**config.mk**
```make
export PLATFORM = sky130hd
export DESIGN_NAME = ip_five_tuple_header_parser_unit_flat
export DESIGN_NICKNAME = d
export VERILOG_FILES = /design/src/ftp_pkg.sv /design/src/ftp_if.sv /design/src/ftp_front.sv /design/src/ftp_queue.sv /design/src/ftp_back.sv /design/src/ip_five_tuple_header_parser_unit.sv /design/src/flat_wrapper.sv
export SDC_FILE = /design/constraint.sdc
export NUM_CORES = 2
export LEC_CHECK = 0
export BUFFER_PORTS_ARGS = -buffer_cell sky130_fd_sc_hd__buf_2
export CORE_UTILIZATION = 35
export CTS_CLUSTER_SIZE = 12
export DETAILED_ROUTE_END_ITERATION = 16
export HOLD_SLACK_MARGIN = 0.15
export PLACE_DENSITY = 0.6
export SLEW_MARGIN = 20
export SYNTH_ARGS = -nofsm -noshare
export SYNTH_HDL_FRONTEND = slang
export SYNTH_SLANG_ARGS = --single-unit
```
**constraint.sdc**
```tcl
create_clock -name clock -period 26.3 [get_ports clock]
set_clock_uncertainty 0.1 [all_clocks]
set_input_delay 2.63 -clock clock [delete_from_list [all_inputs] [get_ports clock]]
set_output_delay 2.63 -clock clock [all_outputs]
set_load 0.01 [all_outputs]
```
**src/ftp_pkg.sv**
```systemverilog
`default_nettype none
// ----------------------------------------------------------------------------
// Five-tuple header parser package
// Shared constants, codes and record types for the header parser.
// ----------------------------------------------------------------------------
package ftp_pkg;

   localparam int unsigned FTP_OFFSET_BITS = 16;

   localparam logic [7:0]  PROTO_TCP = 8'd6;
   localparam logic [7:0]  PROTO_UDP = 8'd17;
   localparam logic [15:0] FAM_V4    = 16'd2;
   localparam logic [15:0] FAM_V6    = 16'd10;

   localparam int unsigned V6_NEXT_POS    = 6;
   localparam int unsigned V4_PROTO_POS   = 9;
   localparam int unsigned SRC_ADDR_POS   = 8;
   localparam int unsigned DST_ADDR_POS   = 24;
   localparam int unsigned ADDR_WORD_LEN  = 8;
   localparam int unsigned V6_SPORT_POS   = 40;
   localparam int unsigned V6_DPORT_POS   = 42;
   localparam int unsigned PORT_LEN       = 2;
   localparam int unsigned PORT_BYTES     = 4;
   localparam int unsigned V4_HDR_BYTES   = 20;
   localparam int unsigned V6_HDR_BYTES   = 40;
   localparam int unsigned V6_MIN_BYTES   = 44;
   localparam int unsigned TCP_HDR_BYTES  = 20;
   localparam int unsigned UDP_HDR_BYTES  = 8;

   localparam int unsigned QUEUE_DEPTH      = 2;
   localparam int unsigned QUEUE_PTR_BITS   = $clog2(QUEUE_DEPTH);
   localparam int unsigned QUEUE_COUNT_BITS = $clog2(QUEUE_DEPTH + 1);

   typedef enum logic [1:0] {
      KIND_V4    = 2'd0,
      KIND_V6    = 2'd1,
      KIND_OTHER = 2'd2
   } ftp_kind_type;

   typedef struct packed {
      logic        inbound;
      logic [15:0] family;
      logic [7:0]  frame_class;
      logic [31:0] packet_len;
      logic [31:0] ifindex;
   } ftp_meta_type;

   typedef struct packed {
      ftp_kind_type    kind;
      logic            ports_ok;
      logic [7:0]      proto;
      logic [7:0]      v6_next;
      logic [1:0][63:0] src_addr;
      logic [1:0][63:0] dst_addr;
      logic [15:0]     src_port;
      logic [15:0]     dst_port;
      logic [15:0]     v6_src_port;
      logic [15:0]     v6_dst_port;
      ftp_meta_type    meta;
   } ftp_event_type;

   typedef struct packed {
      logic        direction_in;
      logic [7:0]  protocol;
      logic [63:0] src_addr_hi;
      logic [63:0] src_addr_lo;
      logic [63:0] dst_addr_hi;
      logic [63:0] dst_addr_lo;
      logic [15:0] src_port;
      logic [15:0] dst_port;
      logic [15:0] family_out;
      logic [7:0]  pkt_type_out;
      logic [31:0] byte_count;
      logic [31:0] ifindex_out;
   } ftp_rsp_type;

endpackage
`default_nettype wire

```
**src/ftp_if.sv**
```systemverilog
`default_nettype none
// ----------------------------------------------------------------------------
// Five-tuple header parser channels
// Valid/ready channels for packet bytes in and flow events out.
// ----------------------------------------------------------------------------
interface ftp_req_if;
   logic        valid;
   logic        ready;
   logic [7:0]  data_byte;
   logic        last_byte;
   logic [15:0] family;
   logic        inbound;
   logic [7:0]  frame_class;
   logic [31:0] packet_len;
   logic [31:0] ifindex;

   modport source (
      output valid, data_byte, last_byte, family, inbound, frame_class, packet_len, ifindex,
      input  ready
   );
   modport sink (
      input  valid, data_byte, last_byte, family, inbound, frame_class, packet_len, ifindex,
      output ready
   );
endinterface

interface ftp_rsp_if;
   logic        valid;
   logic        ready;
   logic        direction_in;
   logic [7:0]  protocol;
   logic [63:0] src_addr_hi;
   logic [63:0] src_addr_lo;
   logic [63:0] dst_addr_hi;
   logic [63:0] dst_addr_lo;
   logic [15:0] src_port;
   logic [15:0] dst_port;
   logic [15:0] family_out;
   logic [7:0]  pkt_type_out;
   logic [31:0] byte_count;
   logic [31:0] ifindex_out;

   modport source (
      output valid, direction_in, protocol, src_addr_hi, src_addr_lo, dst_addr_hi,
             dst_addr_lo, src_port, dst_port, family_out, pkt_type_out, byte_count,
             ifindex_out,
      input  ready
   );
   modport sink (
      input  valid, direction_in, protocol, src_addr_hi, src_addr_lo, dst_addr_hi,
             dst_addr_lo, src_port, dst_port, family_out, pkt_type_out, byte_count,
             ifindex_out,
      output ready
   );
endinterface
`default_nettype wire

```
**src/ftp_front.sv**
```systemverilog
`default_nettype none
// ----------------------------------------------------------------------------
// Five-tuple header parser front end
// Tracks byte position, captures header fields and classifies the packet
// on its last beat, pushing one event record into the queue if the packet is long enough.
// ----------------------------------------------------------------------------
module ftp_front import ftp_pkg::*; #(
   parameter int unsigned OFFSET_BITS = FTP_OFFSET_BITS
) (
   input  logic          clock,
   input  logic          reset,
   ftp_req_if.sink       req_chan,
   output logic          push_valid,
   input  logic          push_ready,
   output ftp_event_type push_event
);

   localparam int unsigned CW = OFFSET_BITS + 1;

   logic [OFFSET_BITS-1:0] offset_ff, offset_in;
   logic [3:0]             hlw_ff, hlw_in, hlw_cur;
   logic [7:0]             proto_ff, proto_in, cap_proto;
   logic [7:0]             v6_next_ff, v6_next_in, cap_v6_next;
   logic [1:0][63:0]       src_addr_ff, src_addr_in, cap_src_addr;
   logic [1:0][63:0]       dst_addr_ff, dst_addr_in, cap_dst_addr;
   logic [15:0]            sport_ff, sport_in, cap_sport;
   logic [15:0]            dport_ff, dport_in, cap_dport;
   logic [15:0]            v6_sport_ff, v6_sport_in, cap_v6_sport;
   logic [15:0]            v6_dport_ff, v6_dport_in, cap_v6_dport;

   logic          accept;
   logic          at_max;
   logic [7:0]    b;
   logic [CW-1:0] pos, avail, t4_ext;
   ftp_kind_type  kind;
   logic          emit, ports_ok;

   function automatic logic ports_fit(input logic [7:0] proto, input logic [CW-1:0] have,
                                      input logic [CW-1:0] toff);
      logic fit;
      fit = 1'b0;
      if (proto == PROTO_TCP) begin
         fit = (have >= toff + CW'(TCP_HDR_BYTES));
      end else if (proto == PROTO_UDP) begin
         fit = (have >= toff + CW'(UDP_HDR_BYTES));
      end
      return fit;
   endfunction

   assign req_chan.ready = push_ready;
   assign accept = req_chan.valid & push_ready;
   assign b      = req_chan.data_byte;
   assign at_max = (offset_ff == '1);
   assign pos    = CW'(offset_ff);
   assign avail  = pos + CW'(1);
   assign hlw_cur = (offset_ff == '0) ? b[3:0] : hlw_ff;
   assign t4_ext = CW'({hlw_cur, 2'b00});

   always_comb begin
      cap_proto    = proto_ff;
      cap_v6_next  = v6_next_ff;
      cap_src_addr = src_addr_ff;
      cap_dst_addr = dst_addr_ff;
      cap_sport    = sport_ff;
      cap_dport    = dport_ff;
      cap_v6_sport = v6_sport_ff;
      cap_v6_dport = v6_dport_ff;
      if (!at_max) begin
         if (pos == CW'(V6_NEXT_POS)) begin
            cap_v6_next = b;
         end
         if (pos == CW'(V4_PROTO_POS)) begin
            cap_proto = b;
         end
         if (pos >= CW'(SRC_ADDR_POS) && pos < CW'(SRC_ADDR_POS + ADDR_WORD_LEN)) begin
            cap_src_addr[0] = {src_addr_ff[0][55:0], b};
         end
         if (pos >= CW'(SRC_ADDR_POS + ADDR_WORD_LEN) &&
             pos < CW'(SRC_ADDR_POS + 2 * ADDR_WORD_LEN)) begin
            cap_src_addr[1] = {src_addr_ff[1][55:0], b};
         end
         if (pos >= CW'(DST_ADDR_POS) && pos < CW'(DST_ADDR_POS + ADDR_WORD_LEN)) begin
            cap_dst_addr[0] = {dst_addr_ff[0][55:0], b};
         end
         if (pos >= CW'(DST_ADDR_POS + ADDR_WORD_LEN) &&
             pos < CW'(DST_ADDR_POS + 2 * ADDR_WORD_LEN)) begin
            cap_dst_addr[1] = {dst_addr_ff[1][55:0], b};
         end
         if (pos >= CW'(V6_SPORT_POS) && pos < CW'(V6_SPORT_POS + PORT_LEN)) begin
            cap_v6_sport = {v6_sport_ff[7:0], b};
         end
         if (pos >= CW'(V6_DPORT_POS) && pos < CW'(V6_DPORT_POS + PORT_LEN)) begin
            cap_v6_dport = {v6_dport_ff[7:0], b};
         end
         if (pos >= t4_ext && pos < t4_ext + CW'(PORT_LEN)) begin
            cap_sport = {sport_ff[7:0], b};
         end
         if (pos >= t4_ext + CW'(PORT_LEN) && pos < t4_ext + CW'(PORT_BYTES)) begin
            cap_dport = {dport_ff[7:0], b};
         end
      end
   end

   always_comb begin
      priority if (req_chan.family == FAM_V4) begin
         kind     = KIND_V4;
         emit     = (avail >= CW'(V4_HDR_BYTES)) && (avail >= t4_ext + CW'(PORT_BYTES));
         ports_ok = ports_fit(cap_proto, avail, t4_ext);
      end else if (req_chan.family == FAM_V6) begin
         kind     = KIND_V6;
         emit     = (avail >= CW'(V6_MIN_BYTES));
         ports_ok = ports_fit(cap_v6_next, avail, CW'(V6_HDR_BYTES));
      end else begin
         kind     = KIND_OTHER;
         emit     = 1'b1;
         ports_ok = 1'b0;
      end
   end

   assign push_valid = accept & req_chan.last_byte & emit;

   always_comb begin
      push_event                  = '0;
      push_event.kind             = kind;
      push_event.ports_ok         = ports_ok;
      push_event.proto            = cap_proto;
      push_event.v6_next          = cap_v6_next;
      push_event.src_addr         = cap_src_addr;
      push_event.dst_addr         = cap_dst_addr;
      push_event.src_port         = cap_sport;
      push_event.dst_port         = cap_dport;
      push_event.v6_src_port      = cap_v6_sport;
      push_event.v6_dst_port      = cap_v6_dport;
      push_event.meta.inbound     = req_chan.inbound;
      push_event.meta.family      = req_chan.family;
      push_event.meta.frame_class = req_chan.frame_class;
      push_event.meta.packet_len  = req_chan.packet_len;
      push_event.meta.ifindex     = req_chan.ifindex;
   end

   always_comb begin
      offset_in   = offset_ff;
      hlw_in      = hlw_ff;
      proto_in    = proto_ff;
      v6_next_in  = v6_next_ff;
      src_addr_in = src_addr_ff;
      dst_addr_in = dst_addr_ff;
      sport_in    = sport_ff;
      dport_in    = dport_ff;
      v6_sport_in = v6_sport_ff;
      v6_dport_in = v6_dport_ff;
      if (accept) begin
         if (req_chan.last_byte) begin
            offset_in   = '0;
            hlw_in      = '0;
            proto_in    = '0;
            v6_next_in  = '0;
            src_addr_in = '0;
            dst_addr_in = '0;
            sport_in    = '0;
            dport_in    = '0;
            v6_sport_in = '0;
            v6_dport_in = '0;
         end else begin
            if (!at_max) begin
               offset_in = offset_ff + OFFSET_BITS'(1);
            end
            hlw_in      = hlw_cur;
            proto_in    = cap_proto;
            v6_next_in  = cap_v6_next;
            src_addr_in = cap_src_addr;
            dst_addr_in = cap_dst_addr;
            sport_in    = cap_sport;
            dport_in    = cap_dport;
            v6_sport_in = cap_v6_sport;
            v6_dport_in = cap_v6_dport;
         end
      end
   end

   always_ff @(posedge clock) begin
      if (reset) begin
         offset_ff   <= '0;
         hlw_ff      <= '0;
         proto_ff    <= '0;
         v6_next_ff  <= '0;
         src_addr_ff <= '0;
         dst_addr_ff <= '0;
         sport_ff    <= '0;
         dport_ff    <= '0;
         v6_sport_ff <= '0;
         v6_dport_ff <= '0;
      end else begin
         offset_ff   <= offset_in;
         hlw_ff      <= hlw_in;
         proto_ff    <= proto_in;
         v6_next_ff  <= v6_next_in;
         src_addr_ff <= src_addr_in;
         dst_addr_ff <= dst_addr_in;
         sport_ff    <= sport_in;
         dport_ff    <= dport_in;
         v6_sport_ff <= v6_sport_in;
         v6_dport_ff <= v6_dport_in;
      end
   end

endmodule
`default_nettype wire

```
**src/ftp_queue.sv**
```systemverilog
`default_nettype none
// ----------------------------------------------------------------------------
// Five-tuple header parser event queue
// Short FIFO of event records between the front end and the back end.
// ----------------------------------------------------------------------------
module ftp_queue import ftp_pkg::*; (
   input  logic          clock,
   input  logic          reset,
   input  logic          push_valid,
   output logic          push_ready,
   input  ftp_event_type push_event,
   output logic          pop_valid,
   input  logic          pop_ready,
   output ftp_event_type pop_event
);

   ftp_event_type               entry_ff [QUEUE_DEPTH];
   logic [QUEUE_PTR_BITS-1:0]   wr_ptr_ff, wr_ptr_in;
   logic [QUEUE_PTR_BITS-1:0]   rd_ptr_ff, rd_ptr_in;
   logic [QUEUE_COUNT_BITS-1:0] count_ff, count_in;
   logic                        do_push, do_pop;

   assign push_ready = (count_ff != QUEUE_COUNT_BITS'(QUEUE_DEPTH));
   assign pop_valid  = (count_ff != '0);
   assign pop_event  = entry_ff[rd_ptr_ff];
   assign do_push    = push_valid & push_ready;
   assign do_pop     = pop_valid & pop_ready;

   always_comb begin
      wr_ptr_in = do_push ? wr_ptr_ff + QUEUE_PTR_BITS'(1) : wr_ptr_ff;
      rd_ptr_in = do_pop  ? rd_ptr_ff + QUEUE_PTR_BITS'(1) : rd_ptr_ff;
      unique case ({do_push, do_pop})
         2'b10:   count_in = count_ff + QUEUE_COUNT_BITS'(1);
         2'b01:   count_in = count_ff - QUEUE_COUNT_BITS'(1);
         default: count_in = count_ff;
      endcase
   end

   always_ff @(posedge clock) begin
      if (do_push) begin
         entry_ff[wr_ptr_ff] <= push_event;
      end
   end

   always_ff @(posedge clock) begin
      if (reset) begin
         wr_ptr_ff <= '0;
         rd_ptr_ff <= '0;
         count_ff  <= '0;
      end else begin
         wr_ptr_ff <= wr_ptr_in;
         rd_ptr_ff <= rd_ptr_in;
         count_ff  <= count_in;
      end
   end

endmodule
`default_nettype wire

```
**src/ftp_back.sv**
```systemverilog
`default_nettype none
// ----------------------------------------------------------------------------
// Five-tuple header parser back end
// Formats queued event records by address family into the output register.
// ----------------------------------------------------------------------------
module ftp_back import ftp_pkg::*; (
   input  logic          clock,
   input  logic          reset,
   input  logic          pop_valid,
   output logic          pop_ready,
   input  ftp_event_type pop_event,
   ftp_rsp_if.source     rsp_chan
);

   logic        valid_ff, valid_in;
   ftp_rsp_type data_ff, data_in, formatted;
   logic        load;

   assign pop_ready = ~valid_ff | rsp_chan.ready;
   assign load      = pop_valid & pop_ready;

   always_comb begin
      formatted              = '0;
      formatted.direction_in = pop_event.meta.inbound;
      formatted.family_out   = pop_event.meta.family;
      formatted.pkt_type_out = pop_event.meta.frame_class;
      formatted.byte_count   = pop_event.meta.packet_len;
      formatted.ifindex_out  = pop_event.meta.ifindex;
      unique case (pop_event.kind)
         KIND_V4: begin
            formatted.protocol    = pop_event.proto;
            formatted.src_addr_lo = {32'd0, pop_event.src_addr[0][31:0]};
            formatted.dst_addr_lo = {32'd0, pop_event.src_addr[1][63:32]};
            if (pop_event.ports_ok) begin
               formatted.src_port = pop_event.src_port;
               formatted.dst_port = pop_event.dst_port;
            end
         end
         KIND_V6: begin
            formatted.protocol    = pop_event.v6_next;
            formatted.src_addr_hi = pop_event.src_addr[0];
            formatted.src_addr_lo = pop_event.src_addr[1];
            formatted.dst_addr_hi = pop_event.dst_addr[0];
            formatted.dst_addr_lo = pop_event.dst_addr[1];
            if (pop_event.ports_ok) begin
               formatted.src_port = pop_event.v6_src_port;
               formatted.dst_port = pop_event.v6_dst_port;
            end
         end
         default: begin
            formatted.protocol = '0;
         end
      endcase
   end

   always_comb begin
      valid_in = valid_ff;
      data_in  = data_ff;
      if (load) begin
         valid_in = 1'b1;
         data_in  = formatted;
      end else if (rsp_chan.ready) begin
         valid_in = 1'b0;
      end
   end

   always_ff @(posedge clock) begin
      if (reset) begin
         valid_ff <= 1'b0;
      end else begin
         valid_ff <= valid_in;
      end
   end

   always_ff @(posedge clock) begin
      data_ff <= data_in;
   end

   assign rsp_chan.valid        = valid_ff;
   assign rsp_chan.direction_in = data_ff.direction_in;
   assign rsp_chan.protocol     = data_ff.protocol;
   assign rsp_chan.src_addr_hi  = data_ff.src_addr_hi;
   assign rsp_chan.src_addr_lo  = data_ff.src_addr_lo;
   assign rsp_chan.dst_addr_hi  = data_ff.dst_addr_hi;
   assign rsp_chan.dst_addr_lo  = data_ff.dst_addr_lo;
   assign rsp_chan.src_port     = data_ff.src_port;
   assign rsp_chan.dst_port     = data_ff.dst_port;
   assign rsp_chan.family_out   = data_ff.family_out;
   assign rsp_chan.pkt_type_out = data_ff.pkt_type_out;
   assign rsp_chan.byte_count   = data_ff.byte_count;
   assign rsp_chan.ifindex_out  = data_ff.ifindex_out;

endmodule
`default_nettype wire

```
**src/ip_five_tuple_header_parser_unit.sv**
```systemverilog
`default_nettype none
// ----------------------------------------------------------------------------
// Five-tuple header parser
// An event enters a queue entry on its packet's last beat, then the output register.
// Throughput: one packet byte per cycle while the queue has room; the byte-position tracker,
// two-entry event queue and output register sustain one event a cycle while rsp_chan is ready.
// Reset: synchronous, clears byte position, captures, queue and output valid.
// ----------------------------------------------------------------------------
module ip_five_tuple_header_parser_unit import ftp_pkg::*; #(
   parameter int unsigned OFFSET_BITS = FTP_OFFSET_BITS
) (
   input  logic      clock,
   input  logic      reset,
   ftp_req_if.sink   req_chan,
   ftp_rsp_if.source rsp_chan
);

   logic          push_valid, push_ready;
   ftp_event_type push_event;
   logic          pop_valid, pop_ready;
   ftp_event_type pop_event;

   ftp_front #(
      .OFFSET_BITS (OFFSET_BITS)
   ) u_front (
      .clock      (clock),
      .reset      (reset),
      .req_chan   (req_chan),
      .push_valid (push_valid),
      .push_ready (push_ready),
      .push_event (push_event)
   );

   ftp_queue u_queue (
      .clock      (clock),
      .reset      (reset),
      .push_valid (push_valid),
      .push_ready (push_ready),
      .push_event (push_event),
      .pop_valid  (pop_valid),
      .pop_ready  (pop_ready),
      .pop_event  (pop_event)
   );

   ftp_back u_back (
      .clock     (clock),
      .reset     (reset),
      .pop_valid (pop_valid),
      .pop_ready (pop_ready),
      .pop_event (pop_event),
      .rsp_chan  (rsp_chan)
   );

endmodule
`default_nettype wire
```
**src/flat_wrapper.sv**
```systemverilog
// flat-port wrapper written by rule: the top's interface ports become plain ports
module ip_five_tuple_header_parser_unit_flat import ftp_pkg::*;
#(
   parameter int unsigned OFFSET_BITS = FTP_OFFSET_BITS
)
  (clock, reset, req_chan_valid, req_chan_data_byte, req_chan_last_byte, req_chan_family, req_chan_inbound, req_chan_frame_class, req_chan_packet_len, req_chan_ifindex, req_chan_ready, rsp_chan_valid, rsp_chan_direction_in, rsp_chan_protocol, rsp_chan_src_addr_hi, rsp_chan_src_addr_lo, rsp_chan_dst_addr_hi, rsp_chan_dst_addr_lo, rsp_chan_src_port, rsp_chan_dst_port, rsp_chan_family_out, rsp_chan_pkt_type_out, rsp_chan_byte_count, rsp_chan_ifindex_out, rsp_chan_ready);
  ftp_req_if req_chan_i ();
  ftp_rsp_if rsp_chan_i ();
  input  logic clock;
  input  logic reset;
  input wire logic [$bits(req_chan_i.valid)-1:0] req_chan_valid;
  input wire logic [$bits(req_chan_i.data_byte)-1:0] req_chan_data_byte;
  input wire logic [$bits(req_chan_i.last_byte)-1:0] req_chan_last_byte;
  input wire logic [$bits(req_chan_i.family)-1:0] req_chan_family;
  input wire logic [$bits(req_chan_i.inbound)-1:0] req_chan_inbound;
  input wire logic [$bits(req_chan_i.frame_class)-1:0] req_chan_frame_class;
  input wire logic [$bits(req_chan_i.packet_len)-1:0] req_chan_packet_len;
  input wire logic [$bits(req_chan_i.ifindex)-1:0] req_chan_ifindex;
  output wire logic [$bits(req_chan_i.ready)-1:0] req_chan_ready;
  output wire logic [$bits(rsp_chan_i.valid)-1:0] rsp_chan_valid;
  output wire logic [$bits(rsp_chan_i.direction_in)-1:0] rsp_chan_direction_in;
  output wire logic [$bits(rsp_chan_i.protocol)-1:0] rsp_chan_protocol;
  output wire logic [$bits(rsp_chan_i.src_addr_hi)-1:0] rsp_chan_src_addr_hi;
  output wire logic [$bits(rsp_chan_i.src_addr_lo)-1:0] rsp_chan_src_addr_lo;
  output wire logic [$bits(rsp_chan_i.dst_addr_hi)-1:0] rsp_chan_dst_addr_hi;
  output wire logic [$bits(rsp_chan_i.dst_addr_lo)-1:0] rsp_chan_dst_addr_lo;
  output wire logic [$bits(rsp_chan_i.src_port)-1:0] rsp_chan_src_port;
  output wire logic [$bits(rsp_chan_i.dst_port)-1:0] rsp_chan_dst_port;
  output wire logic [$bits(rsp_chan_i.family_out)-1:0] rsp_chan_family_out;
  output wire logic [$bits(rsp_chan_i.pkt_type_out)-1:0] rsp_chan_pkt_type_out;
  output wire logic [$bits(rsp_chan_i.byte_count)-1:0] rsp_chan_byte_count;
  output wire logic [$bits(rsp_chan_i.ifindex_out)-1:0] rsp_chan_ifindex_out;
  input wire logic [$bits(rsp_chan_i.ready)-1:0] rsp_chan_ready;
  assign req_chan_i.valid = req_chan_valid;
  assign req_chan_i.data_byte = req_chan_data_byte;
  assign req_chan_i.last_byte = req_chan_last_byte;
  assign req_chan_i.family = req_chan_family;
  assign req_chan_i.inbound = req_chan_inbound;
  assign req_chan_i.frame_class = req_chan_frame_class;
  assign req_chan_i.packet_len = req_chan_packet_len;
  assign req_chan_i.ifindex = req_chan_ifindex;
  assign req_chan_ready = req_chan_i.ready;
  assign rsp_chan_valid = rsp_chan_i.valid;
  assign rsp_chan_direction_in = rsp_chan_i.direction_in;
  assign rsp_chan_protocol = rsp_chan_i.protocol;
  assign rsp_chan_src_addr_hi = rsp_chan_i.src_addr_hi;
  assign rsp_chan_src_addr_lo = rsp_chan_i.src_addr_lo;
  assign rsp_chan_dst_addr_hi = rsp_chan_i.dst_addr_hi;
  assign rsp_chan_dst_addr_lo = rsp_chan_i.dst_addr_lo;
  assign rsp_chan_src_port = rsp_chan_i.src_port;
  assign rsp_chan_dst_port = rsp_chan_i.dst_port;
  assign rsp_chan_family_out = rsp_chan_i.family_out;
  assign rsp_chan_pkt_type_out = rsp_chan_i.pkt_type_out;
  assign rsp_chan_byte_count = rsp_chan_i.byte_count;
  assign rsp_chan_ifindex_out = rsp_chan_i.ifindex_out;
  assign rsp_chan_i.ready = rsp_chan_ready;
  ip_five_tuple_header_parser_unit #(.OFFSET_BITS(OFFSET_BITS)) u_core (.clock(clock), .reset(reset), .req_chan(req_chan_i), .rsp_chan(rsp_chan_i));
endmodule
```
==> flow_summary.yaml <==
routing:
  wl_per_cell_microns: 22.0
  drtIter0Drc: 2313
  postRouteAntennaNets: 0
  route.detailed.drc: 0
  num_vias: 34717
  routed_wl_mm: 152
  viasPerCell: 5.03
  firstDrtPassIters: 5
cts:
  cts_setup_buffers: 0
  clkLatencyLatePin_ns: 0.81
  clock-root-buffer: "clkbuf_16"
  htree_num_levels: 4
  postCtsHoldBufs: 0
  cts_resized: 0
  clock_sinks: 1603
  clk_pin_slew_ns: 0.06
  cts_tree: "done"
  numCtsBuffers: 172
  cts.path.max_buffers: 3
sta:
  rsz0062_at_grt: "false"
  worst_pin_slew_ns: 1.06
  fin_crit_sh_pct: 26.8
  setup_tns_ns: 0
  clock.fmax_mhz: 142
  setup_violations: 0
  fin_ws_ns: 19.25
  period_minus_slack_ns: 7.05
  relSlewSlack_pct: 29.5
  final-hold-violation-count: 0
  slew_viol_final: 0
critical_path:
  crit_start: "req_chan_data_byte[3]"
  end_kind: "flip-flop"
  path_class: "in -> reg"
  crit_top_cell: "buf_4"
  cp.arrival_ns: 7.38
  reg2reg_depth: 15
  slowest_stage: "buf_4"
  reg2reg_from: "u_core.u_front.offset_ff[4]"
  worstPathRequired_ns: 26.63
  critPathLaunchType: "input port"
  cp_slowest_stage_delay_ns: 0.76
  crit_path_end: "u_core.u_queue.entry_ff[1][26]"
  path_max_fanout: 129
  crit_chain: "buf_2 -> mux2i_1 -> or3_1 -> nand2b_1 -> ha_1 -> nand3_1 -> o211ai_1 -> o21ai_0 -> a31o_2 -> nor2_4 -> buf_12 -> buf_4 -> buf_4"
  regToRegEndpoint: "u_core.u_queue.entry_ff[1][26]"
  ff2ff_setup_slack_ns: 19.75
synthesis:
  synth_area_leaders: "edfxtp_1, dfxtp_1, mux2_2, mux2i_1, a22oi_1"
  syn_area_sq_um: 61400
  synthTopCellsByCount: "edfxtp_1, nor2_1, mux2_2"
  netlist_instances: 3974
  yosys_most_used_dff: "edfxtp_1"
  yosysTopAreaCellShare_pct: 60.7
  synth_edf_count: 1241
  ys_ff_latch: 1603
  syn-num-nets: 4102
  syn_area_per_cell_sq_um: 15.4
  yosys.area.top_type: "edfxtp_1"
  synth-seq-area-share_pct: 72.5
  async_flop_share_pct: 0
  ys_types: 70
  synth_warnings: 0
  yosysMostFrequentCell: "edfxtp_1"
floorplanning:
  initial_utilization_pct: 35.3
  num_io_pins: 489
  core_area_sq_um: 174000
  dieWidth_microns: 421
  dieArea_sq_um: 177000
  dieHeight_microns: 421
  rows: 153
power_and_ir_drop:
  fin_total_pwr_mw: 6.91
  vdd_drop_max_uv: 65.1
  p_per_area_nw_per_um2: 96.3
  p_leak_nw: 25.1
hold_path:
  min-delay-path-class: "reg -> reg"
flow_run:
  max_cap_viol_count: 0
place:
  dpl.cell_count: 6582
  io_buffers: 488
  gp_congestion: 0.806
  place_ws_ns: 18.29
  post_dp_cell_area_sq_um: 66200
  dpl.hpwl_mm: 93.0
finish:
  design_area_sq_um: 71800
  area_growth_syn_to_layout_pct: 16.9
  finalNonFillerCells: 6906
  drive_above_1_share_pct: 27.0
  fin_nets: 4559
grt:
  grt_pass1_wl_mm: 222
  antenna_found_initial: 4
  grt_max_degree: 130
  grt.overflow.total: 0
  grt_use_total_pct: 16.7
  grt_pass1_vias: 34299
status:
  outcome: "finished, final reports clean"
report_power, final:
| part | internal [mW] | switching (mW) | total [mW] | leakage [nW] |
|---|---|---|---|---|
| clock | 1.33 | 1.00 | 2.33 | 2.67 |
| sequential | 3.18 | 0.127 | 3.30 | 14.8 |
| combinational | 0.415 | 0.855 | 1.27 | 7.67 |
| total | 4.93 | 1.98 | 6.91 | 25.1 |
cell usage in the layout, fill, tap and decap left out, types with 19 or more instances in the layout:
cell type,synthesis,routed
edfxtp_1,1241,1241
nor2_1,586,582
buf_2,23,487
mux2_2,419,419
dfxtp_1,362,361
mux2i_1,346,346
a22oi_1,311,311
clkbuf_16,0,175
o22ai_1,73,73
clkbuf_1,195,69
buf_4,0,51
nand2_1,38,37
o22a_1,32,32
inv_1,29,29
ha_1,26,26
o21ai_0,25,25
a21oi_1,25,24
a22o_1,24,24
clkinv_2,0,22
nor3_1,20,19
worst max-delay path, delay by kind of cell:
kind	cells	cell delay, ns
and+or+nand+nor	4	0.91
buffers and inverters	4	2.33
AOI/OAI and AO/OA	3	0.63
adders and majority gates	1	0.31
muxes	1	0.33
through the flow:
step | util (%) | hold slack [ns]
floorplan | - | 0.343
global placement | 38.1 | 0.357
detailed placement | 38.1 | 0.360
CTS | 41.2 | 0.377
global route | 41.2 | 0.399
finish | 41.2 | 0.379
sequential cells by signal, summed over array words and instances, names as in the netlist, 16 cells and up, named ones only:
signal	count
u_core.u_front.sport_ff	16
u_core.u_back.rsp_chan.byte_count	32
u_core.u_back.rsp_chan.src_addr_lo	64
u_core.u_back.rsp_chan.family_out	16
u_core.u_back.rsp_chan.ifindex_out	32
u_core.u_queue.entry_ff	856
u_core.u_front.dport_ff	16
u_core.u_front.offset_ff	16
u_core.u_back.rsp_chan.dst_addr_lo	64
u_core.u_front.src_addr_ff	128
u_core.u_back.rsp_chan.dst_addr_hi	64
u_core.u_front.dst_addr_ff	128
u_core.u_back.rsp_chan.src_port	16
u_core.u_front.v6_dport_ff	16
u_core.u_back.rsp_chan.src_addr_hi	64
u_core.u_front.v6_sport_ff	16
u_core.u_back.rsp_chan.dst_port	16
cells by family (layout without fill, tap and decap cells):
| kind of cell | after synthesis | in the layout | share of synthesized area [%] |
|---|---|---|---|
| flip-flops | 1603 | 1603 | 72.5 |
| multiplexers | 767 | 767 | 13.4 |
| other | 0 | 3 | 0 |
| AO/OA/AOI/OAI | 546 | 546 | 6.48 |
| AND/OR/NAND/NOR | 730 | 730 | 5.01 |
| XOR/XNOR | 15 | 15 | 0.214 |
| buffers and inverters | 287 | 891 | 1.84 |
| adder cells (fa/ha/maj) | 26 | 26 | 0.530 |
worst min-delay path by stage:
stage	start	cells past startpoint	endpoint	slack (ns)
after CTS	u_core.u_front.sport_ff[11]	1	u_core.u_front.sport_ff[11]	0.38
after detailed placement	u_core.u_front.sport_ff[11]	1	u_core.u_front.sport_ff[11]	0.36
after global placement	u_core.u_front.sport_ff[10]	1	u_core.u_front.sport_ff[10]	0.36
final	u_core.u_front.sport_ff[11]	1	u_core.u_front.sport_ff[11]	0.38
after global routing	u_core.u_front.sport_ff[15]	1	u_core.u_front.sport_ff[15]	0.40
after floorplan	u_core.u_front.sport_ff[13]	1	u_core.u_front.sport_ff[13]	0.34
metal layers:
layer / vias to the layer above / track usage [%] / wire length, microns
li1: 16049 / - / -
met1: 17549 / 21.7 / 65600
met2: 888 / 27.9 / 74100
met3: 225 / 3.23 / 7950
met4: 6 / 5.74 / 4370
met5: - / 0 / 46
area by class of cell:
type                            instances  area [sq um]
Antenna cell                            3          7.51
Clock buffer                          262          4890
Clock inverter                         59           617
Fill cell                           15848        102000
Inverter                               29           109
Multi-Input combinational cell       2084         15800
Sequential cell                      1603         44500
Tap cell                             2325          2910
Timing Repair Buffer                  541          2880
Power figures use the tool's default switching activity.
